**src/hw/rtl/wpm_pkg.sv**
```systemverilog
// Shared types and constants for the windowed point mean block.
// No dependencies.
package wpm_pkg;

    localparam logic [2:0] CFG_LIMIT_X   = 3'd0;
    localparam logic [2:0] CFG_LIMIT_Y   = 3'd1;
    localparam logic [2:0] CFG_LIMIT_Z   = 3'd2;
    localparam logic [2:0] CFG_MIN_COUNT = 3'd3;
    localparam logic [2:0] CFG_SHIFT_X   = 3'd4;
    localparam logic [2:0] CFG_DEFAULT   = 3'd5;

    typedef enum logic [2:0] {
        ENG_IDLE,
        ENG_WRITE,
        ENG_SUM,
        ENG_TEST,
        ENG_PREP,
        ENG_DIV,
        ENG_DONE
    } eng_state_t;

    typedef enum logic {
        TOP_IDLE,
        TOP_RUN
    } top_state_t;

    typedef struct packed {
        logic [14:0] limit_x;
        logic [14:0] limit_y;
        logic [14:0] limit_z;
        logic [15:0] default_coord;
    } eng_cfg_t;

endpackage

```
**src/hw/rtl/wpm_ram.sv**
```systemverilog
// Generic single-write, single-read RAM with registered read data.
// No dependencies.
module wpm_ram #(
    parameter int WIDTH = 48,
    parameter int DEPTH = 6,
    localparam int AW = (DEPTH > 1) ? $clog2(DEPTH) : 1
) (
    input  logic             aclk,
    input  logic             we,
    input  logic [AW-1:0]    waddr,
    input  logic [WIDTH-1:0] wdata,
    input  logic [AW-1:0]    raddr,
    output logic [WIDTH-1:0] rdata
);
    logic [WIDTH-1:0] mem [DEPTH];

    always_ff @(posedge aclk) begin
        if (we) begin
            mem[waddr] <= wdata;
        end
        rdata <= mem[raddr];
    end
endmodule

```
**src/hw/rtl/wpm_engine.sv**
```systemverilog
// One point history: ring RAM, two read passes (mean, inlier test) and a
// bit-serial rounding divider. Depends on wpm_pkg and wpm_ram.
module wpm_engine import wpm_pkg::*; #(
    parameter int DEPTH = 6,
    localparam int AW = $clog2(DEPTH),
    localparam int CW = $clog2(DEPTH + 1)
) (
    input  logic          aclk,
    input  logic          aresetn,
    input  logic          start,
    input  logic [AW-1:0] slot,
    input  logic [47:0]   wr_point,
    input  logic          wr_valid,
    input  eng_cfg_t      cfg,
    output logic          done,
    output logic [15:0]   mean_x,
    output logic [15:0]   mean_y,
    output logic [15:0]   mean_z,
    output logic [CW-1:0] total
);
    localparam int SW = 17 + CW;
    localparam int DW = SW + 1;
    localparam int LW = 15 + CW;
    localparam int NW = SW + 2;
    localparam int STW = $clog2(NW + 1);

    eng_state_t state_reg, state_next;
    logic [AW-1:0] slot_reg;
    logic [47:0] point_reg;
    logic pvalid_reg;
    logic [DEPTH-1:0] valid_reg, valid_next;
    logic [CW-1:0] rd_idx_reg, rd_idx_next;
    logic pend_reg, pend_next;
    logic [AW-1:0] pend_idx_reg;
    logic signed [SW-1:0] sum_reg [3], sum_next [3];
    logic signed [SW-1:0] isum_reg [3], isum_next [3];
    logic [CW-1:0] cnt_reg, cnt_next, icnt_reg, icnt_next;
    logic [NW-1:0] num_reg [3], num_next [3];
    logic [CW:0] rem_reg [3], rem_next [3];
    logic neg_reg [3], neg_next [3];
    logic [STW-1:0] step_reg, step_next;

    logic issue, ent_valid, ok;
    logic [47:0] rd_data;
    logic signed [15:0] p [3];
    logic signed [DW-1:0] prod, diff;
    logic [DW-1:0] dmag;
    logic [LW-1:0] lim;
    logic [14:0] lim_sel [3];
    logic [CW:0] den;
    logic [CW+1:0] trial;
    logic [SW-1:0] mag;
    logic [15:0] mean [3];

    wpm_ram #(.WIDTH(48), .DEPTH(DEPTH)) u_ram (
        .aclk  (aclk),
        .we    (state_reg == ENG_WRITE),
        .waddr (slot_reg),
        .wdata (point_reg),
        .raddr (rd_idx_reg[AW-1:0]),
        .rdata (rd_data)
    );

    assign issue = (state_reg == ENG_SUM || state_reg == ENG_TEST)
                   && rd_idx_reg != CW'(DEPTH);
    assign ent_valid = pend_reg && valid_reg[pend_idx_reg];
    assign den = {icnt_reg, 1'b0};
    assign lim_sel[0] = cfg.limit_x;
    assign lim_sel[1] = cfg.limit_y;
    assign lim_sel[2] = cfg.limit_z;

    always_comb begin
        state_next  = state_reg;
        valid_next  = valid_reg;
        rd_idx_next = issue ? rd_idx_reg + 1'b1 : rd_idx_reg;
        pend_next   = issue;
        cnt_next    = cnt_reg;
        icnt_next   = icnt_reg;
        step_next   = step_reg;
        ok          = 1'b1;
        prod        = '0;
        diff        = '0;
        dmag        = '0;
        lim         = '0;
        trial       = '0;
        mag         = '0;
        for (int a = 0; a < 3; a++) begin
            p[a]         = rd_data[16*a +: 16];
            sum_next[a]  = sum_reg[a];
            isum_next[a] = isum_reg[a];
            num_next[a]  = num_reg[a];
            rem_next[a]  = rem_reg[a];
            neg_next[a]  = neg_reg[a];
        end
        case (state_reg)
            ENG_IDLE, ENG_DONE: begin
                if (start) begin
                    state_next = ENG_WRITE;
                end
            end
            ENG_WRITE: begin
                valid_next[slot_reg] = pvalid_reg;
                rd_idx_next = '0;
                pend_next   = 1'b0;
                cnt_next    = '0;
                for (int a = 0; a < 3; a++) begin
                    sum_next[a] = '0;
                end
                state_next = ENG_SUM;
            end
            ENG_SUM: begin
                if (ent_valid) begin
                    cnt_next = cnt_reg + 1'b1;
                    for (int a = 0; a < 3; a++) begin
                        sum_next[a] = sum_reg[a] + SW'(p[a]);
                    end
                end
                if (!issue && !pend_reg) begin
                    rd_idx_next = '0;
                    icnt_next   = '0;
                    for (int a = 0; a < 3; a++) begin
                        isum_next[a] = '0;
                    end
                    state_next = ENG_TEST;
                end
            end
            ENG_TEST: begin
                // exact test: |p*n - sum| < limit*n on every axis
                for (int a = 0; a < 3; a++) begin
                    prod = DW'(p[a]) * DW'($signed({1'b0, cnt_reg}));
                    diff = prod - DW'(sum_reg[a]);
                    dmag = diff[DW-1] ? DW'(-diff) : DW'(diff);
                    lim  = LW'(lim_sel[a]) * LW'(cnt_reg);
                    if (!(dmag < DW'(lim))) begin
                        ok = 1'b0;
                    end
                end
                if (ent_valid && ok) begin
                    icnt_next = icnt_reg + 1'b1;
                    for (int a = 0; a < 3; a++) begin
                        isum_next[a] = isum_reg[a] + SW'(p[a]);
                    end
                end
                if (!issue && !pend_reg) begin
                    state_next = ENG_PREP;
                end
            end
            ENG_PREP: begin
                // round half away from zero: q = (2|s| + n) / 2n
                for (int a = 0; a < 3; a++) begin
                    neg_next[a] = isum_reg[a][SW-1];
                    mag = isum_reg[a][SW-1] ? SW'(-isum_reg[a]) : SW'(isum_reg[a]);
                    num_next[a] = (NW'(mag) << 1) + NW'(icnt_reg);
                    rem_next[a] = '0;
                end
                step_next  = '0;
                state_next = ENG_DIV;
            end
            ENG_DIV: begin
                for (int a = 0; a < 3; a++) begin
                    trial = {rem_reg[a], num_reg[a][NW-1]};
                    if (trial >= {1'b0, den}) begin
                        rem_next[a] = CW'(1) == 0 ? '0 : (CW+1)'(trial - {1'b0, den});
                        num_next[a] = {num_reg[a][NW-2:0], 1'b1};
                    end else begin
                        rem_next[a] = trial[CW:0];
                        num_next[a] = {num_reg[a][NW-2:0], 1'b0};
                    end
                end
                step_next = step_reg + 1'b1;
                if (step_reg == STW'(NW - 1)) begin
                    state_next = ENG_DONE;
                end
            end
            default: state_next = ENG_IDLE;
        endcase
    end

    always_ff @(posedge aclk) begin
        if (!aresetn) begin
            state_reg <= ENG_IDLE;
            valid_reg <= '0;
            pend_reg  <= 1'b0;
        end else begin
            state_reg <= state_next;
            valid_reg <= valid_next;
            pend_reg  <= pend_next;
        end
    end

    always_ff @(posedge aclk) begin
        if ((state_reg == ENG_IDLE || state_reg == ENG_DONE) && start) begin
            slot_reg   <= slot;
            point_reg  <= wr_point;
            pvalid_reg <= wr_valid;
        end
        rd_idx_reg   <= rd_idx_next;
        pend_idx_reg <= rd_idx_reg[AW-1:0];
        cnt_reg      <= cnt_next;
        icnt_reg     <= icnt_next;
        step_reg     <= step_next;
        for (int a = 0; a < 3; a++) begin
            sum_reg[a]  <= sum_next[a];
            isum_reg[a] <= isum_next[a];
            num_reg[a]  <= num_next[a];
            rem_reg[a]  <= rem_next[a];
            neg_reg[a]  <= neg_next[a];
        end
    end

    always_comb begin
        for (int a = 0; a < 3; a++) begin
            if (icnt_reg == '0) begin
                mean[a] = cfg.default_coord;
            end else begin
                mean[a] = neg_reg[a] ? 16'(-num_reg[a][15:0]) : num_reg[a][15:0];
            end
        end
    end

    assign done   = (state_reg == ENG_DONE);
    assign mean_x = mean[0];
    assign mean_y = mean[1];
    assign mean_z = mean[2];
    assign total  = icnt_reg;
endmodule

```
**src/hw/rtl/windowed_point_mean_outlier_reject_unit.sv**
```systemverilog
// Top level: configuration registers, write slot, two history engines, output register.
// Depends on wpm_pkg and wpm_engine.
//
// Usage:
//   s_* channel: one face point (with face_valid) and one eye point per transfer.
//   m_* channel: one result per input: inlier means of both histories (face x
//   plus output_shift_x), inlier totals and the focused flag.
//   cfg_* channel: register index and data, always ready; write only while idle.
// Timing: one item at a time. Each engine writes its entry, makes one RAM read
//   pass for the mean and one for the inlier test, then runs a
//   one-bit-per-cycle divider of 19+clog2(DEPTH+1) steps. s_ready returns when
//   the result is loaded into the output register.
// Reset: aresetn (synchronous, low) clears the valid marks, write slot, wrap
//   flag and registers to their defaults; no clearing pass is needed.
// Stall: a result waits in the output register while m_ready is low; the
//   next item may be accepted and run meanwhile, and finishes only once the
//   output register frees.
module windowed_point_mean_outlier_reject_unit import wpm_pkg::*; #(
    parameter int HISTORY_DEPTH = 6
) (
    input  logic               aclk,
    input  logic               aresetn,
    input  logic               s_valid,
    output logic               s_ready,
    input  logic signed [15:0] s_face_x,
    input  logic signed [15:0] s_face_y,
    input  logic signed [15:0] s_face_z,
    input  logic               s_face_valid,
    input  logic signed [15:0] s_eye_x,
    input  logic signed [15:0] s_eye_y,
    input  logic signed [15:0] s_eye_z,
    output logic               m_valid,
    input  logic               m_ready,
    output logic signed [16:0] m_face_mean_x,
    output logic signed [15:0] m_face_mean_y,
    output logic signed [15:0] m_face_mean_z,
    output logic signed [15:0] m_eye_mean_x,
    output logic signed [15:0] m_eye_mean_y,
    output logic signed [15:0] m_eye_mean_z,
    output logic [6:0]         m_face_inlier_total,
    output logic [6:0]         m_eye_inlier_total,
    output logic               m_focused,
    input  logic               cfg_valid,
    output logic               cfg_ready,
    input  logic [2:0]         cfg_index,
    input  logic [15:0]        cfg_data
);
    localparam int AW  = $clog2(HISTORY_DEPTH);
    localparam int CW  = $clog2(HISTORY_DEPTH + 1);

    top_state_t state_reg, state_next;
    logic [CW-1:0] slot_reg, slot_cur;
    logic wrapped_reg;
    logic [14:0] lim_x_reg, lim_y_reg, lim_z_reg;
    logic [6:0] min_cnt_reg;
    logic [15:0] shift_reg, default_reg;
    logic m_valid_reg;
    logic [16:0] fmx_reg;
    logic [15:0] fmy_reg, fmz_reg, emx_reg, emy_reg, emz_reg;
    logic [6:0] ft_reg, et_reg;
    logic focused_reg;

    eng_cfg_t eng_cfg;
    logic s_xfer, start, load, wrap;
    logic f_done, e_done;
    logic [15:0] f_mx, f_my, f_mz, e_mx, e_my, e_mz;
    logic [CW-1:0] f_tot, e_tot;

    assign s_ready   = (state_reg == TOP_IDLE);
    assign cfg_ready = 1'b1;
    assign s_xfer    = s_valid && s_ready;
    assign start     = s_xfer;
    assign wrap      = (slot_reg == CW'(HISTORY_DEPTH));
    assign slot_cur  = wrap ? '0 : slot_reg;
    assign load      = (state_reg == TOP_RUN) && f_done && e_done
                       && (!m_valid_reg || m_ready);

    assign eng_cfg = '{limit_x: lim_x_reg, limit_y: lim_y_reg, limit_z: lim_z_reg,
                       default_coord: default_reg};

    wpm_engine #(.DEPTH(HISTORY_DEPTH)) u_face (
        .aclk     (aclk),
        .aresetn  (aresetn),
        .start    (start),
        .slot     (slot_cur[AW-1:0]),
        .wr_point ({s_face_z, s_face_y, s_face_x}),
        .wr_valid (s_face_valid),
        .cfg      (eng_cfg),
        .done     (f_done),
        .mean_x   (f_mx),
        .mean_y   (f_my),
        .mean_z   (f_mz),
        .total    (f_tot)
    );

    wpm_engine #(.DEPTH(HISTORY_DEPTH)) u_eye (
        .aclk     (aclk),
        .aresetn  (aresetn),
        .start    (start),
        .slot     (slot_cur[AW-1:0]),
        .wr_point ({s_eye_z, s_eye_y, s_eye_x}),
        .wr_valid (1'b1),
        .cfg      (eng_cfg),
        .done     (e_done),
        .mean_x   (e_mx),
        .mean_y   (e_my),
        .mean_z   (e_mz),
        .total    (e_tot)
    );

    always_comb begin
        state_next = state_reg;
        case (state_reg)
            TOP_IDLE: if (s_xfer) state_next = TOP_RUN;
            TOP_RUN:  if (load) state_next = TOP_IDLE;
            default:  state_next = TOP_IDLE;
        endcase
    end

    always_ff @(posedge aclk) begin
        if (!aresetn) begin
            state_reg   <= TOP_IDLE;
            slot_reg    <= '0;
            wrapped_reg <= 1'b0;
            m_valid_reg <= 1'b0;
            lim_x_reg   <= 15'd300;
            lim_y_reg   <= 15'd100;
            lim_z_reg   <= 15'd20;
            min_cnt_reg <= 7'd2;
            shift_reg   <= 16'd100;
            default_reg <= 16'd0;
        end else begin
            state_reg <= state_next;
            if (s_xfer) begin
                slot_reg <= slot_cur + 1'b1;
                if (wrap) begin
                    wrapped_reg <= 1'b1;
                end
            end
            if (load) begin
                m_valid_reg <= 1'b1;
            end else if (m_ready) begin
                m_valid_reg <= 1'b0;
            end
            if (cfg_valid && cfg_ready) begin
                case (cfg_index)
                    CFG_LIMIT_X:   lim_x_reg   <= cfg_data[14:0];
                    CFG_LIMIT_Y:   lim_y_reg   <= cfg_data[14:0];
                    CFG_LIMIT_Z:   lim_z_reg   <= cfg_data[14:0];
                    CFG_MIN_COUNT: min_cnt_reg <= cfg_data[6:0];
                    CFG_SHIFT_X:   shift_reg   <= cfg_data;
                    CFG_DEFAULT:   default_reg <= cfg_data;
                    default: ;
                endcase
            end
        end
    end

    always_ff @(posedge aclk) begin
        if (load) begin
            fmx_reg     <= {f_mx[15], f_mx} + {shift_reg[15], shift_reg};
            fmy_reg     <= f_my;
            fmz_reg     <= f_mz;
            emx_reg     <= e_mx;
            emy_reg     <= e_my;
            emz_reg     <= e_mz;
            ft_reg      <= 7'(f_tot);
            et_reg      <= 7'(e_tot);
            focused_reg <= (7'(f_tot) > min_cnt_reg) && wrapped_reg;
        end
    end

    assign m_valid             = m_valid_reg;
    assign m_face_mean_x       = fmx_reg;
    assign m_face_mean_y       = fmy_reg;
    assign m_face_mean_z       = fmz_reg;
    assign m_eye_mean_x        = emx_reg;
    assign m_eye_mean_y        = emy_reg;
    assign m_eye_mean_z        = emz_reg;
    assign m_face_inlier_total = ft_reg;
    assign m_eye_inlier_total  = et_reg;
    assign m_focused           = focused_reg;
endmodule

```
**config.mk**
```make
export PLATFORM = sky130hd
export DESIGN_NAME = windowed_point_mean_outlier_reject_unit
export DESIGN_NICKNAME = d
export VERILOG_FILES = /design/src/hw/rtl/wpm_pkg.sv /design/src/hw/rtl/wpm_ram.sv /design/src/hw/rtl/wpm_engine.sv /design/src/hw/rtl/windowed_point_mean_outlier_reject_unit.sv
export SDC_FILE = /design/constraint.sdc
export NUM_CORES = 2
export LEC_CHECK = 0
export BUFFER_PORTS_ARGS = -buffer_cell sky130_fd_sc_hd__buf_4
export CAP_MARGIN = 20
export CELL_PAD_IN_SITES_DETAIL_PLACEMENT = 1
export CELL_PAD_IN_SITES_GLOBAL_PLACEMENT = 1
export CORE_ASPECT_RATIO = 1.75
export CORE_MARGIN = 10
export CORE_UTILIZATION = 45
export DETAILED_ROUTE_END_ITERATION = 6
export PLACE_DENSITY = 0.83
export SYNTH_ARGS = -nofsm -noshare
export SYNTH_HDL_FRONTEND = slang
export SYNTH_SLANG_ARGS = --single-unit
```
**constraint.sdc**
```tcl
create_clock -name aclk -period 12.1 [get_ports aclk]
set_input_delay 1.815 -clock aclk [delete_from_list [all_inputs] [get_ports aclk]]
set_output_delay 1.815 -clock aclk [all_outputs]
set_load 0.05 [all_outputs]
```
==> flow_summary.toml <==
[setup_path]
cp.arrival_ns = 9.86
critical-path-max-stage-delay_ns = 0.99
r2r_start = "u_eye.cnt_reg[2]"
crit_end = "u_eye.isum_reg[0][8]"
cp-startpoint = "u_eye.cnt_reg[2]"
start_kind = "flop"
crit_fanout = 63
r2r_cells = 29
regToRegSetupSlack_ns = 2.67
slowest_stage = "edfxtp_1"
critPathRequiredTime_ns = 12.53
crit_type = "reg -> reg"
timing.rr.end = "u_eye.isum_reg[0][8]"
endpoint_kind = "flop"

[placement]
numPortBuffers = 226
hpwl_mm = 221
place_area_um2 = 100000
gp_congestion = 0.920
place_ws_ns = 2.81

[hold_path]
worstHoldPathType = "reg -> reg"

[timing]
finalCriticalPeriod_ns = 9.43
setup_viol = 0
slew_headroom_pct = 18.7
finalCritPeriodShare_pct = 77.9
tns_ns = 0
hold_viol_final = 0
fin_skew_ns = 0.0847
max_freq_mhz = 106
fin_hold_ws_ns = 0.457
fin_ws_ns = 2.67
rsz0062_at_grt = "no"
report.final.slew_viol_count = 0
worst_slew_pin_slew_ns = 1.22

[synth]
yosysTopAreaCell = "edfxtp_1"
synth_top_area_share_pct = 38.0
syn_area_per_cell_um2 = 10.3
synth_flop_cell = "edfxtp_1"
ys_ff_latch = 1425
synth_cell_types = 101
synth.cell_area_um2 = 95300
ys_seq_area_share_pct = 42.6
synth.area.top_cells = "edfxtp_1, ha_1, fa_1, dfxtp_1, a21oi_1"
yosysWarnings = 0
syn_inst = 9257
synth-edff-count = 1207
async_flop_share_pct = 0

[drt]
top_layer = "met5"
routed_wl_mm = 293
drc = 0
first_pass_iters = 6
post_drt_via_cell_ratio = 5.73
dr_wl_met2_mm = 152
wl_met3_mm = 12.5
drt-initial-drc-count = 3922
vias = 70790
antenna_left = 0
wl_per_cell_um = 23.7
met1_length_mm = 102

[die]
die_w_um = 368
die_area_um2 = 231000
pin_count = 236
rows = 223
initial_core_util_pct = 45.2
core_um2 = 211000
die_y_um = 629

[clock_network]
cts_root_buffer = "clkbuf_16"
numCtsBuffers = 149
clk_latency_ns = 0.86
cts_tree = "yes"
cts_resized = 0
clk_path_buf_depth = 4
cts-hold-fix-buffers = 0
path_clk_slew_ns = 0.07
post_cts.repair.setup_buffers = 0
htreeDepth = 4
clkSinkCount = 1425

[global_route]
grt_pass1_vias = 78091
grt_pass1_wl_mm = 451
grt_max_degree = 97
grt-ovfl-total = 0
antenna_found_initial = 25
grtUsageTotal_pct = 24.8

[cells_and_area]
final_area_um2 = 105000
drive_gt1_share_pct = 7.74
ff_latch_area_um2 = 40600
area_growth_pct = 10.4
final_cell_mix = "edfxtp_1, inv_1, nand2_1"
multi_input_area_um2 = 50200
fill_cells = 23152
nets = 10632
layout_commonest_cell = "edfxtp_1"
largestRegisters = "u_eye.u_ram.mem (288), u_face.u_ram.mem (288)"

[job]
maxCapViolations = 0

[outcome]
outcome = "finished clean"
==> logic make-up (layout without fill, tap and decap cells) <==
family / Yosys count / count (layout) / share of synthesized area, %
XOR/XNOR: 765 / 765 / 7.03
other: 2 / 26 / 0.00788
multiplexers: 219 / 219 / 3.60
AND/OR/NAND/NOR: 2782 / 2782 / 13.7
buffers and inverters: 1248 / 1516 / 4.95
AO/OA/AOI/OAI: 1728 / 1728 / 11.2
adder cells (fa/ha/maj): 1088 / 1088 / 16.9
flip-flops: 1425 / 1425 / 42.6
==> metrics by stage <==
stage	utilization, %	cells
6_report	49.9	12361
5_1_grt	49.9	12345
4_1_cts	49.8	12340
3_5_place_dp	47.5	12080
3_3_place_gp	47.5	12080
2_1_floorplan	-	9264
==> critical path: cells and delay by family, from the launching register on <==
kind / cells / cell delay, ns
AO/OA/AOI/OAI: 15 / 3.04
flip-flops: 1 / 0.99
AND/OR/NAND/NOR: 4 / 0.93
adder cells (fa/ha/maj): 5 / 2.04
XOR/XNOR: 2 / 1.05
buffers and inverters: 3 / 0.83
==> layer usage <==
layer | track usage (%) | vias to the layer above
met2 | 45.6 | 1680
met4 | 18.8 | 6
met3 | 3.25 | 759
li1 | - | 32656
met1 | 25.2 | 35689
met5 | 0 | -
==> how the worst min path moves through the flow <==
stage | from | endpoint | cells after the start
3_3_place_gp | min_cnt_reg[6] | min_cnt_reg[6] | 2
4_1_cts | min_cnt_reg[6] | min_cnt_reg[6] | 2
2_1_floorplan | u_eye.rd_idx_reg[2] | u_eye.pend_idx_reg[2] | 0
6_report | min_cnt_reg[6] | min_cnt_reg[6] | 2
5_1_grt | min_cnt_reg[6] | min_cnt_reg[6] | 2
3_5_place_dp | min_cnt_reg[6] | min_cnt_reg[6] | 2
==> final cells by class <==
| cell class | count | area share, % |
|---|---|---|
| Clock inverter | 86 | 0.890 |
| Antenna cell | 17 | 0.0404 |
| Clock buffer | 174 | 3.76 |
| Sequential cell | 1425 | 38.6 |
| Timing Repair Buffer | 297 | 2.18 |
| Multi-Input combinational cell | 6591 | 47.7 |
| Inverter | 959 | 3.42 |
| Tap cell | 2812 | 3.34 |
==> cell usage after synthesis, drive strengths merged, types with 77 or more instances <==
cell    number
a21o       122
inv        956
mux4        98
nand2      880
nor3       195
nand2b      77
a21oi      747
clkbuf     245
and2       268
nor2b       98
ha         757
dfxtp      218
nor2       814
o21ai      313
fa         331
mux2i      113
nand3      109
xnor2      365
edfxtp    1207
or3         85
xor2       400
Power is left out: the tool's default activity adds up to more than one toggle a clock period on the data nets, which glitch-free logic cannot reach.
